`src/hdl/dnw_pkg.sv`:
```
`default_nettype none
// ----------------------------------------------------------------------------
// dnw_pkg
// Shared constants, types and helpers for the DNS name to wire form block.
// ----------------------------------------------------------------------------
package dnw_pkg;

    localparam int unsigned MAX_LABEL = 62;
    localparam int unsigned CNT_W     = 6;

    typedef logic [CNT_W-1:0] t_cnt;
    typedef logic [7:0]       t_byte;

    localparam t_byte CH_NUL     = 8'h00;
    localparam t_byte CH_DOT     = 8'h2E;
    localparam t_byte CH_UPPER_A = 8'h41;
    localparam t_byte CH_UPPER_Z = 8'h5A;
    localparam t_byte CH_LOWER_A = 8'h61;

    localparam t_cnt CNT_MAX = t_cnt'(MAX_LABEL);

    typedef struct packed {
        logic store_char;
        logic load_len;
        logic rd_issue;
        logic load_byte;
        logic load_fin;
        logic clear_label;
    } t_dnw_cmd;

    typedef struct packed {
        logic in_is_nul;
        logic in_is_dot;
        logic count_zero;
        logic idx_last;
        logic out_free;
    } t_dnw_sts;

    function automatic t_byte to_lower(input t_byte c);
        t_byte r;
        r = c;
        if (c >= CH_UPPER_A && c <= CH_UPPER_Z) begin
            r = c - CH_UPPER_A + CH_LOWER_A;
        end
        return r;
    endfunction

endpackage
`default_nettype wire

```
`src/hdl/dnw_datapath.sv`:
```
`default_nettype none
// ----------------------------------------------------------------------------
// dnw_datapath
// Label buffer, label length and truncation flag, read index and output
// register for the DNS name to wire form block.
// ----------------------------------------------------------------------------
module dnw_datapath (
    input  wire logic              i_clk,
    input  wire logic              i_rst_n,
    input  wire logic [7:0]        i_in_char,
    input  wire logic              i_out_stall,
    input  wire dnw_pkg::t_dnw_cmd i_cmd,
    output dnw_pkg::t_dnw_sts      o_sts,
    output logic                   o_out_valid,
    output logic [7:0]             o_wire_byte,
    output logic                   o_last,
    output logic                   o_overlong
);
    import dnw_pkg::*;

    t_byte r_mem [0:MAX_LABEL-1];
    t_byte r_rd_data;

    t_cnt  r_count, n_count;
    t_cnt  r_idx,   n_idx;
    logic  r_trunc, n_trunc;

    logic  r_out_valid, n_out_valid;
    t_byte r_wire_byte, n_wire_byte;
    logic  r_last,      n_last;
    logic  r_overlong,  n_overlong;

    logic  room;

    assign room = (r_count < CNT_MAX);

    always_comb begin
        n_count = r_count;
        n_trunc = r_trunc;
        n_idx   = r_idx;
        if (i_cmd.store_char) begin
            if (room) begin
                n_count = r_count + t_cnt'(1);
            end else begin
                n_trunc = 1'b1;
            end
        end
        if (i_cmd.load_len) begin
            n_idx = '0;
        end
        if (i_cmd.load_byte) begin
            n_idx = r_idx + t_cnt'(1);
        end
        if (i_cmd.clear_label) begin
            n_count = '0;
            n_trunc = 1'b0;
        end
    end

    always_comb begin
        n_out_valid = r_out_valid & i_out_stall;
        n_wire_byte = r_wire_byte;
        n_last      = r_last;
        n_overlong  = r_overlong;
        if (i_cmd.load_len) begin
            n_out_valid = 1'b1;
            n_wire_byte = {2'b00, r_count};
            n_last      = 1'b0;
            n_overlong  = r_trunc;
        end else if (i_cmd.load_byte) begin
            n_out_valid = 1'b1;
            n_wire_byte = r_rd_data;
            n_last      = 1'b0;
            n_overlong  = 1'b0;
        end else if (i_cmd.load_fin) begin
            n_out_valid = 1'b1;
            n_wire_byte = CH_NUL;
            n_last      = 1'b1;
            n_overlong  = 1'b0;
        end
    end

    always_ff @(posedge i_clk) begin
        if (i_cmd.store_char && room) begin
            r_mem[r_count] <= to_lower(i_in_char);
        end
        if (i_cmd.rd_issue) begin
            r_rd_data <= r_mem[r_idx];
        end
    end

    always_ff @(posedge i_clk) begin
        if (!i_rst_n) begin
            r_count     <= '0;
            r_idx       <= '0;
            r_trunc     <= 1'b0;
            r_out_valid <= 1'b0;
        end else begin
            r_count     <= n_count;
            r_idx       <= n_idx;
            r_trunc     <= n_trunc;
            r_out_valid <= n_out_valid;
        end
    end

    always_ff @(posedge i_clk) begin
        r_wire_byte <= n_wire_byte;
        r_last      <= n_last;
        r_overlong  <= n_overlong;
    end

    assign o_sts.in_is_nul  = (i_in_char == CH_NUL);
    assign o_sts.in_is_dot  = (i_in_char == CH_DOT);
    assign o_sts.count_zero = (r_count == '0);
    assign o_sts.idx_last   = (r_idx == r_count - t_cnt'(1));
    assign o_sts.out_free   = ~r_out_valid | ~i_out_stall;

    assign o_out_valid = r_out_valid;
    assign o_wire_byte = r_wire_byte;
    assign o_last      = r_last;
    assign o_overlong  = r_overlong;

endmodule
`default_nettype wire

```
`src/hdl/dnw_ctrl.sv`:
```
`default_nettype none
// ----------------------------------------------------------------------------
// dnw_ctrl
// Sequencer: accepts characters, then walks the length byte, the buffered
// label bytes and the final zero out through the output register.
// ----------------------------------------------------------------------------
module dnw_ctrl (
    input  wire logic              i_clk,
    input  wire logic              i_rst_n,
    input  wire logic              i_in_valid,
    output logic                   o_in_stall,
    input  wire dnw_pkg::t_dnw_sts i_sts,
    output dnw_pkg::t_dnw_cmd      o_cmd
);
    import dnw_pkg::*;

    localparam logic [2:0] ST_IDLE = 3'd0;
    localparam logic [2:0] ST_LEN  = 3'd1;
    localparam logic [2:0] ST_RD   = 3'd2;
    localparam logic [2:0] ST_WR   = 3'd3;
    localparam logic [2:0] ST_FIN  = 3'd4;

    logic [2:0] r_state, n_state;
    logic       r_end,   n_end;

    always_comb begin
        n_state = r_state;
        n_end   = r_end;
        o_cmd   = '0;
        case (r_state)
            ST_IDLE: begin
                if (i_in_valid) begin
                    if (i_sts.in_is_nul) begin
                        n_end   = 1'b1;
                        n_state = i_sts.count_zero ? ST_FIN : ST_LEN;
                    end else if (i_sts.in_is_dot) begin
                        n_end   = 1'b0;
                        n_state = ST_LEN;
                    end else begin
                        o_cmd.store_char = 1'b1;
                    end
                end
            end
            ST_LEN: begin
                if (i_sts.out_free) begin
                    o_cmd.load_len = 1'b1;
                    if (i_sts.count_zero) begin
                        o_cmd.clear_label = 1'b1;
                        n_state = r_end ? ST_FIN : ST_IDLE;
                    end else begin
                        n_state = ST_RD;
                    end
                end
            end
            ST_RD: begin
                o_cmd.rd_issue = 1'b1;
                n_state        = ST_WR;
            end
            ST_WR: begin
                if (i_sts.out_free) begin
                    o_cmd.load_byte = 1'b1;
                    if (i_sts.idx_last) begin
                        o_cmd.clear_label = 1'b1;
                        n_state = r_end ? ST_FIN : ST_IDLE;
                    end else begin
                        n_state = ST_RD;
                    end
                end
            end
            ST_FIN: begin
                if (i_sts.out_free) begin
                    o_cmd.load_fin    = 1'b1;
                    o_cmd.clear_label = 1'b1;
                    n_state = ST_IDLE;
                end
            end
            default: begin
                n_state = ST_IDLE;
            end
        endcase
    end

    always_ff @(posedge i_clk) begin
        if (!i_rst_n) begin
            r_state <= ST_IDLE;
            r_end   <= 1'b0;
        end else begin
            r_state <= n_state;
            r_end   <= n_end;
        end
    end

    assign o_in_stall = (r_state != ST_IDLE);

endmodule
`default_nettype wire

```
`src/hdl/dns_name_to_wire_format.sv`:
```
// Timing: a label character is only stored; a dot or the zero moves the
// sequencer on, which loads the first wire byte into the output register
// once it is free. Throughput: one character in per cycle while idle; each
// label byte out takes a buffer read state, then an output load state, set by
// the single read port; a length byte or the final zero takes only the load.
// Reset: synchronous, active low; clears sequencer, label state and output valid.
`default_nettype none
// ----------------------------------------------------------------------------
// dns_name_to_wire_format
// Converts a dotted domain name, one character per request and ended by a
// zero, into DNS wire form with lower-cased labels.
// ----------------------------------------------------------------------------
module dns_name_to_wire_format (
    input  wire logic       i_clk,
    input  wire logic       i_rst_n,
    input  wire logic       i_in_valid,
    output logic            o_in_stall,
    input  wire logic [7:0] i_in_char,
    output logic            o_out_valid,
    input  wire logic       i_out_stall,
    output logic [7:0]      o_wire_byte,
    output logic            o_last,
    output logic            o_overlong
);
    import dnw_pkg::*;

    t_dnw_cmd cmd;
    t_dnw_sts sts;

    dnw_ctrl u_ctrl (
        .i_clk      (i_clk),
        .i_rst_n    (i_rst_n),
        .i_in_valid (i_in_valid),
        .o_in_stall (o_in_stall),
        .i_sts      (sts),
        .o_cmd      (cmd)
    );

    dnw_datapath u_datapath (
        .i_clk       (i_clk),
        .i_rst_n     (i_rst_n),
        .i_in_char   (i_in_char),
        .i_out_stall (i_out_stall),
        .i_cmd       (cmd),
        .o_sts       (sts),
        .o_out_valid (o_out_valid),
        .o_wire_byte (o_wire_byte),
        .o_last      (o_last),
        .o_overlong  (o_overlong)
    );

endmodule
`default_nettype wire
```
`config.mk`:
```
export PLATFORM = sky130hd
export DESIGN_NAME = dns_name_to_wire_format
export DESIGN_NICKNAME = d
export VERILOG_FILES = /design/src/hdl/dnw_pkg.sv /design/src/hdl/dnw_datapath.sv /design/src/hdl/dnw_ctrl.sv /design/src/hdl/dns_name_to_wire_format.sv
export SDC_FILE = /design/constraint.sdc
export NUM_CORES = 1
export LEC_CHECK = 0
export BUFFER_PORTS_ARGS = -buffer_cell sky130_fd_sc_hd__buf_2
export CAP_MARGIN = 20
export CORE_MARGIN = 2
export CORE_UTILIZATION = 40
export DETAILED_ROUTE_END_ITERATION = 6
export REMOVE_ABC_BUFFERS = 1
export SLEW_MARGIN = 20
export SYNTH_ARGS = -nofsm -noshare
export SYNTH_HDL_FRONTEND = slang
export SYNTH_HIERARCHICAL = 1
export SYNTH_SLANG_ARGS = --single-unit
```
`constraint.sdc`:
```
create_clock -name i_clk -period 3.9 [get_ports i_clk]
set_input_delay 1.17 -clock i_clk [delete_from_list [all_inputs] [get_ports i_clk]]
set_output_delay 1.17 -clock i_clk [all_outputs]
set_load 0.02 [all_outputs]
```
After elaboration in Yosys (flattened, before gate mapping)
Memory sizes are Yosys's and may differ from the RTL's. A register that Yosys moved wholly into a read port is not among the register bits.
Index checks and enable logic that the tools add are counted.
{"block": "word_totals", "wordCells": 95, "memories": 1, "mem_bits_rw": 496, "regBits": 28, "inputBits": 12}
{"memory": "u_datapath.r_mem", "words": 62, "word_bits": 8, "read_ports": 1, "rd_ports_with_merged_regs": 1, "wr": 1, "line": "dnw_datapath.sv:21", "text": "t_byte r_mem [0:MAX_LABEL-1];"}
{"block": "classes", "bitwise": 6, "n_reduce_logical": 16, "add_sub_neg": 5, "n_lt_le_gt_ge": 3, "n_mux": 43, "n_eq_ne": 11}
{"cell": "$mux 8", "n": 4}
{"cell": "$mux 3", "n": 10}
{"cell": "$mux 1", "n": 23}
{"cell": "$mux 6", "n": 3}
{"cell": "$pmux 3 s5", "n": 1}
{"cell": "$add 6x1->6 const B", "n": 2}
{"cell": "$add 8x7->8 const B", "n": 1}
{"cell": "$eq 8x6->1 const B", "n": 1}
{"cell": "$ge 8x7->1 const B", "n": 1}
{"cell": "$le 8x7->1 const B", "n": 1}
{"cell": "$logic_not 8->1", "n": 1}
{"cell": "$ne 2x2->1 const B", "n": 4}
{"cell": "$sub 8x7->8 const B", "n": 1}
{"cell": "$eq 3x2->1 const B", "n": 2}
{"cell": "$eq 6x6->1", "n": 1}
{"cell": "$logic_not 6->1", "n": 1}
{"cell": "$lt 6x6->1 const B", "n": 1}
{"cell": "$reduce_bool 2->1", "n": 3}
{"cell": "$reduce_bool 3->1", "n": 2}
{"cell": "$sub 6x1->6 const B", "n": 1}
{"cell": "$reduce_and 5->1", "n": 1}
{"cell": "$not 1->1", "n": 4}
{"cell": "$reduce_and 2->1", "n": 2}
{"cell": "$reduce_or 2->1", "n": 2}
{"cell": "10 further kinds", "n": 11}

Longest topological paths before layout
Gate-level depths: netlist of the first run.
{"block": "depth", "word_depth": 8, "depth_mapped": 14, "mapped_depth_nobuf": 11}

Modules after synthesis
Netlist of the first run, hierarchy kept.
{"module": "dnw_datapath", "cells_each": 1110, "area_each_um2": 21111.5, "seq_area_each_um2": 15685.0, "instances": 1}
{"module": "dnw_ctrl", "cells_each": 46, "area_each_um2": 332.8, "seq_area_each_um2": 80.1, "instances": 1}

Worst setup path before layout of the first run
Ideal clock, no wire load.
{"block": "synth_timing", "kind": "input -> register", "start": "input i_in_char[6]", "end": "register u_datapath.r_count[5]", "required_ns": 3.785, "cell_stages": 8, "setup_slack_ns": 0.625, "arrival_time_ns": 3.160, "cell_sequence": "or4_1 -> nor3_1 -> nor3_1 -> and2_1 -> clkbuf_1 -> nand4_1 -> nor2_1 -> o21ba_2"}
{"item": "from (decl)", "line": "dns_name_to_wire_format.sv:18", "text": "input wire logic [7:0] i_in_char,"}
{"item": "to (signal assigned)", "line": "dnw_datapath.sv:99", "text": "r_count <= n_count;"}
{"item": "to (decl)", "line": "dnw_datapath.sv:24", "text": "t_cnt r_count, n_count;"}

==> run metrics, run 1 <==
status completed; met2 usage 29.5%; share of the synthesized area in the top cell type 71.6%; post-CTS setup repair buffer count 0; clk slew on worst S/H paths 60 ps; Req. time, crit path 4120 ps; GRT overflow 0; mean routed wirelength per cell 26.5 um; Synth top cells by count edfxtp_1 (511), nor2_1 (103), mux4_2 (89); antenna viol nets, final 0; leading area contributor after synthesis edfxtp_1; Initial Util 40.6%; Inst Count DP 1857; most common cell in the netlist edfxtp_1; worst skew pair latency 590 ps; final net count 1240; Finished Layout Cells 1953; initial antenna violation count 2; layout cell share with drive strength beyond 1 24.4%; hold_buf cts 0; top_reg_cell synth edfxtp_1; Critical Path End Type register; ys async rst share 0%; drt pass-1 iters 7; num rows 84; Die Y 236 um; clk_skew 17.5 ps; Hold Path Depth 1; register bit count reported by yosys 532; vias in the first global route 11137; DPL Wire Length 33.1 mm; maximum VDD drop 308 uV; area grow syn2layout 12.7%; FMAX 304 MHz; Slew Limit Fails 0; Global Route Usage Sum 18.7%; arrival time worst endpoint 3500 ps; synth unique cells 66; CTS root buffer clkbuf_16; Avg Inst Size Synth 18.6 um2; static leakage 7.50 nW; I/O pin count 24; met1 usage 27.0%; Final period util 84.3%; Die Wd 236 um; Remaining DRCs 0; vias per inst 5.71; Syn. warnings 6; Cell Area, Synth 21400 um2; CTS Buffer Depth 3; critical setup path kind in -> reg; CTS buffer count 53; cells on worst reg2reg path 11; CP Launch Type input pin; Final Total Pwr 11.5 mW; Slew HR 32.6%; path type of the worst min-delay path reg -> reg; Core Region 52800 um2; first-pass GRT wire length 76.2 mm; Final Setup Violations 0; max cap viols 0; Die ar. 55500 um2; routed vias 11148; GR peak layer met2; Detailed Route Iter0 Violations 1380; CP Max Fanout 8; Post-synth EDFFs 511; H-tree depth 2; Worst-Margin Slew 985 ps; FILL cells 4475; Period minus WS final 3290 ps; post-synthesis sequential area ratio 73.5%; Clock Sink Count 532; RD Place Congestion 0.852; WL final 51.8 mm; largest net degree at the start of global routing 65; final core area utilization 45.8%; RSZ-0062 raised after global routing false; setup_tns 0 ps; M3 GR Usage 3.58%; CTS tree yes; power per standard cell area 474 nW/um2; Synth area leaders edfxtp_1 (72%), mux4_2 (9.3%), mux2_2 (2.7%); final-report hold violation count 0; antenna cells 0; Post-Syn Instances 1156; Resize count post-CTS 0; I/O Buffers 23
placed cells by master (no fill, tap or decap), types with 22 or more instances in the layout:
cell type	netlist	routed
buf_2	16	23
buf_4	12	48
clkbuf_16	0	54
edfxtp_1	511	511
mux2_2	51	51
mux2i_1	32	32
mux4_2	89	89
nand2_1	46	46
nor2_1	103	103
o22ai_1	22	22
critical path, stage by stage:
cell and delay [ps]:
buf_2 200, or4_1 170, nor3_1 70, nor3_1 320, and2_1 310, nand2_1 490, nor2_1 770
path summary, 6_finish.rpt:
kind | startpoint | endpoint | slack (ps)
min reg2reg | u_datapath/o_last | u_datapath/o_last | 470
max | i_in_char[4] | u_datapath/r_mem[12][0] | 610
min | u_datapath/o_last | u_datapath/o_last | 470
max reg2reg | u_datapath/r_count[0] | u_datapath/r_count[5] | 670
layout make-up:
| class | count | area (um2) | share of cell area, % |
|---|---|---|---|
| clock inverter | 30 | 230 | 0.953 |
| inverter | 13 | 48.8 | 0.202 |
| multi-input combinational | 548 | 5220 | 21.6 |
| timing repair buffer | 76 | 576 | 2.38 |
| sequential | 532 | 15800 | 65.3 |
| tap | 688 | 861 | 3.56 |
| clock buffer | 66 | 1460 | 6.03 |
metal layers:
metal,share of wire (%),vias to the layer above
met5,0.019,-
met4,1.9,2
met3,6.6,69
met2,47,432
met1,44,5833
li1,-,4812
metrics by stage:
stage | area (um2) | setup WS [ps] | hold WS (ps)
final | 24200 | 613 | 467
after global routing | 24200 | 473 | 481
after CTS | 24200 | 623 | 469
after detailed placement | 22500 | -33.5 | 455
after global placement | 22500 | 115 | 449
after floorplan | 21000 | -1920 | 428
kinds of logic (layout without fill, tap and decap cells):
| kind of cell | Yosys count | in the layout | synth area share [%] |
|---|---|---|---|
| buf+inv | 76 | 185 | 2.17 |
| mux | 181 | 181 | 14.6 |
| compound gates | 121 | 121 | 4.02 |
| flops | 532 | 532 | 73.5 |
| simple gates | 232 | 232 | 5.03 |
| xor+xnor | 10 | 10 | 0.408 |
| fa+ha+maj | 4 | 4 | 0.233 |
state kept, by name (all words and copies together), names as in the netlist:
name and cells:
u_datapath/o_last 1, u_ctrl/r_state 3, u_datapath/r_count 6, u_datapath/r_mem 496, u_datapath/r_idx 6, u_ctrl/r_end 1, u_datapath/o_overlong 1, u_datapath/r_trunc 1
u_datapath/o_out_valid 1, u_datapath/o_wire_byte 8, u_datapath/r_rd_data 8
where the power goes:
part	switching, mW	total, mW	internal, mW
Sequential	0.00929	6.29	6.28
Combinational	0.194	0.262	0.0687
Clock	2.07	4.91	2.83
Total	2.28	11.5	9.19
No activity file was read; power rests on OpenSTA's default activity.
==> run 2, diff against run 1 <==
--- a/config.mk
+++ b/config.mk
@@ -5,6 +5,7 @@
 export SDC_FILE = /design/constraint.sdc
 export NUM_CORES = 1
 export LEC_CHECK = 0
+export ABC_AREA = 1
 export BUFFER_PORTS_ARGS = -buffer_cell sky130_fd_sc_hd__buf_2
 export CAP_MARGIN = 20
 export CORE_MARGIN = 2
==> constraint.sdc (replaced) <==
create_clock -name i_clk -period 3.25 [get_ports i_clk]
set_input_delay 0.975 -clock i_clk [delete_from_list [all_inputs] [get_ports i_clk]]
set_output_delay 0.975 -clock i_clk [all_outputs]
set_load 0.02 [all_outputs]
==> run metrics, run 2 <==
I/O Buffers 23 (unchanged); first-pass GRT wire length 89.3 mm (+17%); register bit count reported by yosys 532 (unchanged); power per standard cell area 579 nW/um2 (+22%); RD Place Congestion 0.905 (+6.2%); Die Y 239 um (+1.7%); maximum VDD drop 477 uV (+55%); dpl cell area 23400 um2 (+4.2%); routed vias 15177 (+36%); Synth top cells by count nand2_1 (661), edfxtp_1 (511), nand3_1 (436); WL final 60.1 mm (+16%); I/O pin count 24 (unchanged); H-tree depth 2 (unchanged); Synth Area in XOR/XNOR 0.237% (-0.17 points); most common cell in the netlist nand2_1; critical setup path kind in -> reg; Global Route Usage Sum 21.0% (+2.3 points); antenna viol nets, final 0 (unchanged); static leakage 9.18 nW (+22%); Slew Limit Fails 0 (unchanged); layout cell share with drive strength beyond 1 10.5% (-14 points); post-synthesis simple-gate area fraction 23.7% (+19 points); max reg flops 496 (unchanged); Slew HR 27.2% (-5.4 points); RSZ-0062 raised after global routing false; arrival time worst endpoint 3050 ps (-450 ps); Final Setup Violations 0 (unchanged); DPL Wire Length 35.9 mm (+8.3%); antenna cells 0 (unchanged); Core Region 55000 um2 (+4.2%); drt pass-1 iters 6 (-1); initial antenna violation count 1 (-1); share of the synthesized area in the top cell type 69.2% (-2.3 points); Final Total Pwr 14.7 mW (+28%); Switch Pwr 2.89 mW (+27%); Die ar. 57300 um2 (+3.3%); clk_skew 32.8 ps (+15.3 ps); Remaining DRCs 0 (unchanged); top_reg_cell synth edfxtp_1; largest family of logic cells by synthesized area simple AND/OR/NAND/NOR gates; Compound-Gate Fraction of Synth Area 1.17% (-2.8 points); leading area contributor after synthesis edfxtp_1; worst skew pair latency 620 ps (+30 ps); CTS buffer count 54 (+1.9%); num rows 86 (+2.4%); CTS root buffer clkbuf_16; largest reg by FF count u_datapath/r_mem; R2R Path Start u_datapath/r_count[0]; hold_buf cts 0 (unchanged); final instance area 25400 um2 (+5.0%); Post-Syn Instances 1979 (+71%); cells on worst reg2reg path 15 (+4); worst setup path startpoint i_in_char[1]; Final period util 86.6%; Synth area leaders edfxtp_1 (69%), nand2_1 (11%), nand3_1 (9.8%); ys async rst share 0% (unchanged); most common cell after layout, fill and taps aside nand2_1; combinational power share 2.4% (about the same); vias per inst 5.38 (-5.8%); max cap viols 0 (unchanged); clk slew on worst S/H paths 60 ps (about the same); P_int 11.8 mW (+28%); Period minus WS final 2810 ps; mean routed wirelength per cell 21.3 um (-20%); Worst-Margin Slew 1090 ps (+107 ps); Avg Inst Size Synth 11.2 um2 (-40%); status completed; CP Max Fanout 9 (+1); GRT overflow 0 (unchanged); Req. time, crit path 3480 ps (-640 ps); Cell Area, Synth 22200 um2 (+3.4%); worst r2r dst u_datapath/r_count[3]; reg-to-reg slack, setup 460 ps (-210 ps); synth unique cells 39 (-41%); Critical Path End Type register; Initial Util 40.3% (-0.32 points); Sw Ratio 19.7% (-0.17 points); CTS tree yes; critical path capture point u_datapath/r_mem[15][5]; final net count 2045 (+65%); Syn. warnings 6 (unchanged); vias in the first global route 14298 (+28%); path type of the worst min-delay path reg -> reg; Post-synth EDFFs 511 (unchanged); Clk network pwr share 46.2% (+3.4 points); FMAX 355 MHz; CP Launch Type input pin; largest net degree at the start of global routing 248 (+280%); Post-Synth Adder-Cell Area 0.226% (-0.0077 points); final-report hold violation count 0 (unchanged); post-synthesis sequential area ratio 71.1% (-2.4 points); Resize count post-CTS 0 (unchanged); Die Wd 239 um (+1.7%); Reg power frac 51.4% (-3.5 points); area grow syn2layout 14.5%; post-CTS setup repair buffer count 0 (unchanged); Clock Sink Count 532 (unchanged); CTS Buffer Depth 3 (unchanged); most frequent cells in the layout nand2_1 (660), edfxtp_1 (511), nand3_1 (436); Detailed Route Iter0 Violations 1959 (+42%); post-synthesis mux area share 0% (-15 points)
==> run 2: per-stage QoR <==
stage	instances	worst slack, ps	utilization, %	hold WS (ps)	setup TNS [ps]
2_1_floorplan	1868	-4760	-	440	-171530
3_3_place_gp	2721	-187	42.6	470	-37450
3_5_place_dp	2721	-207	42.6	481	-36830
4_1_cts	2823	439	46.2	496	0
5_1_grt	2823	235	46.2	511	0
6_report	2823	436	46.2	499	0
==> run 2: cell families (layout without fill, tap and decap cells) <==
family | after synthesis | count (layout)
AND/OR/NAND/NOR | 1227 | 1227
flip-flops | 532 | 532
buffers and inverters | 164 | 260
AO/OA/AOI/OAI | 46 | 46
XOR/XNOR | 6 | 6
adder cells (fa/ha/maj) | 4 | 4
==> run 2: final cells by class <==
cell class	count	area (um2)
repair buffers	105	856
flip-flops and latches	532	15800
inverters	53	206
clock inverters	35	518
clock buffers	67	1440
fillers	4958	29600
multi-input cells	1283	5650
well taps	748	936
==> run 2: worst min path at each step <==
stage | from | to | slack, ps | cells past startpoint
3_3_place_gp | u_datapath/r_trunc | u_datapath/r_trunc | 470 | 1
6_report | u_datapath/r_trunc | u_datapath/r_trunc | 500 | 1
3_5_place_dp | u_datapath/r_trunc | u_datapath/r_trunc | 480 | 1
2_1_floorplan | u_datapath/r_trunc | u_datapath/r_trunc | 440 | 1
4_1_cts | u_datapath/r_trunc | u_datapath/r_trunc | 500 | 1
5_1_grt | u_datapath/r_trunc | u_datapath/r_trunc | 510 | 1
==> run 2: critical path: stages <==
cell and delay (ps):
buf_2 210, inv_1 90, nand4_1 120, nor4_1 70, nor4_1 270, buf_4 180
inv_1 70, a21oi_4 140, inv_2 90, nor2_8 110, nand2_4 160, nor2_1 550
==> run 2: layer usage <==
metal  track usage [%]  routed length [um]
met5                 0                   0
met1              30.3               26300
met4              7.22                1800
met3              3.00                4840
met2              32.7               27200
==> run 2: power groups by stage <==
| stage | sequential (mW) | combinational, mW | clock, mW |
|---|---|---|---|
| final | 7.55 | 0.356 | 6.78 |
| after global routing | 7.55 | 0.379 | 7.13 |
| after CTS | 7.55 | 0.357 | 6.88 |
| after detailed placement | 7.69 | 0.357 | 0 |
| after global placement | 7.69 | 0.356 | 0 |
| after floorplan | 7.70 | 0.110 | 0 |
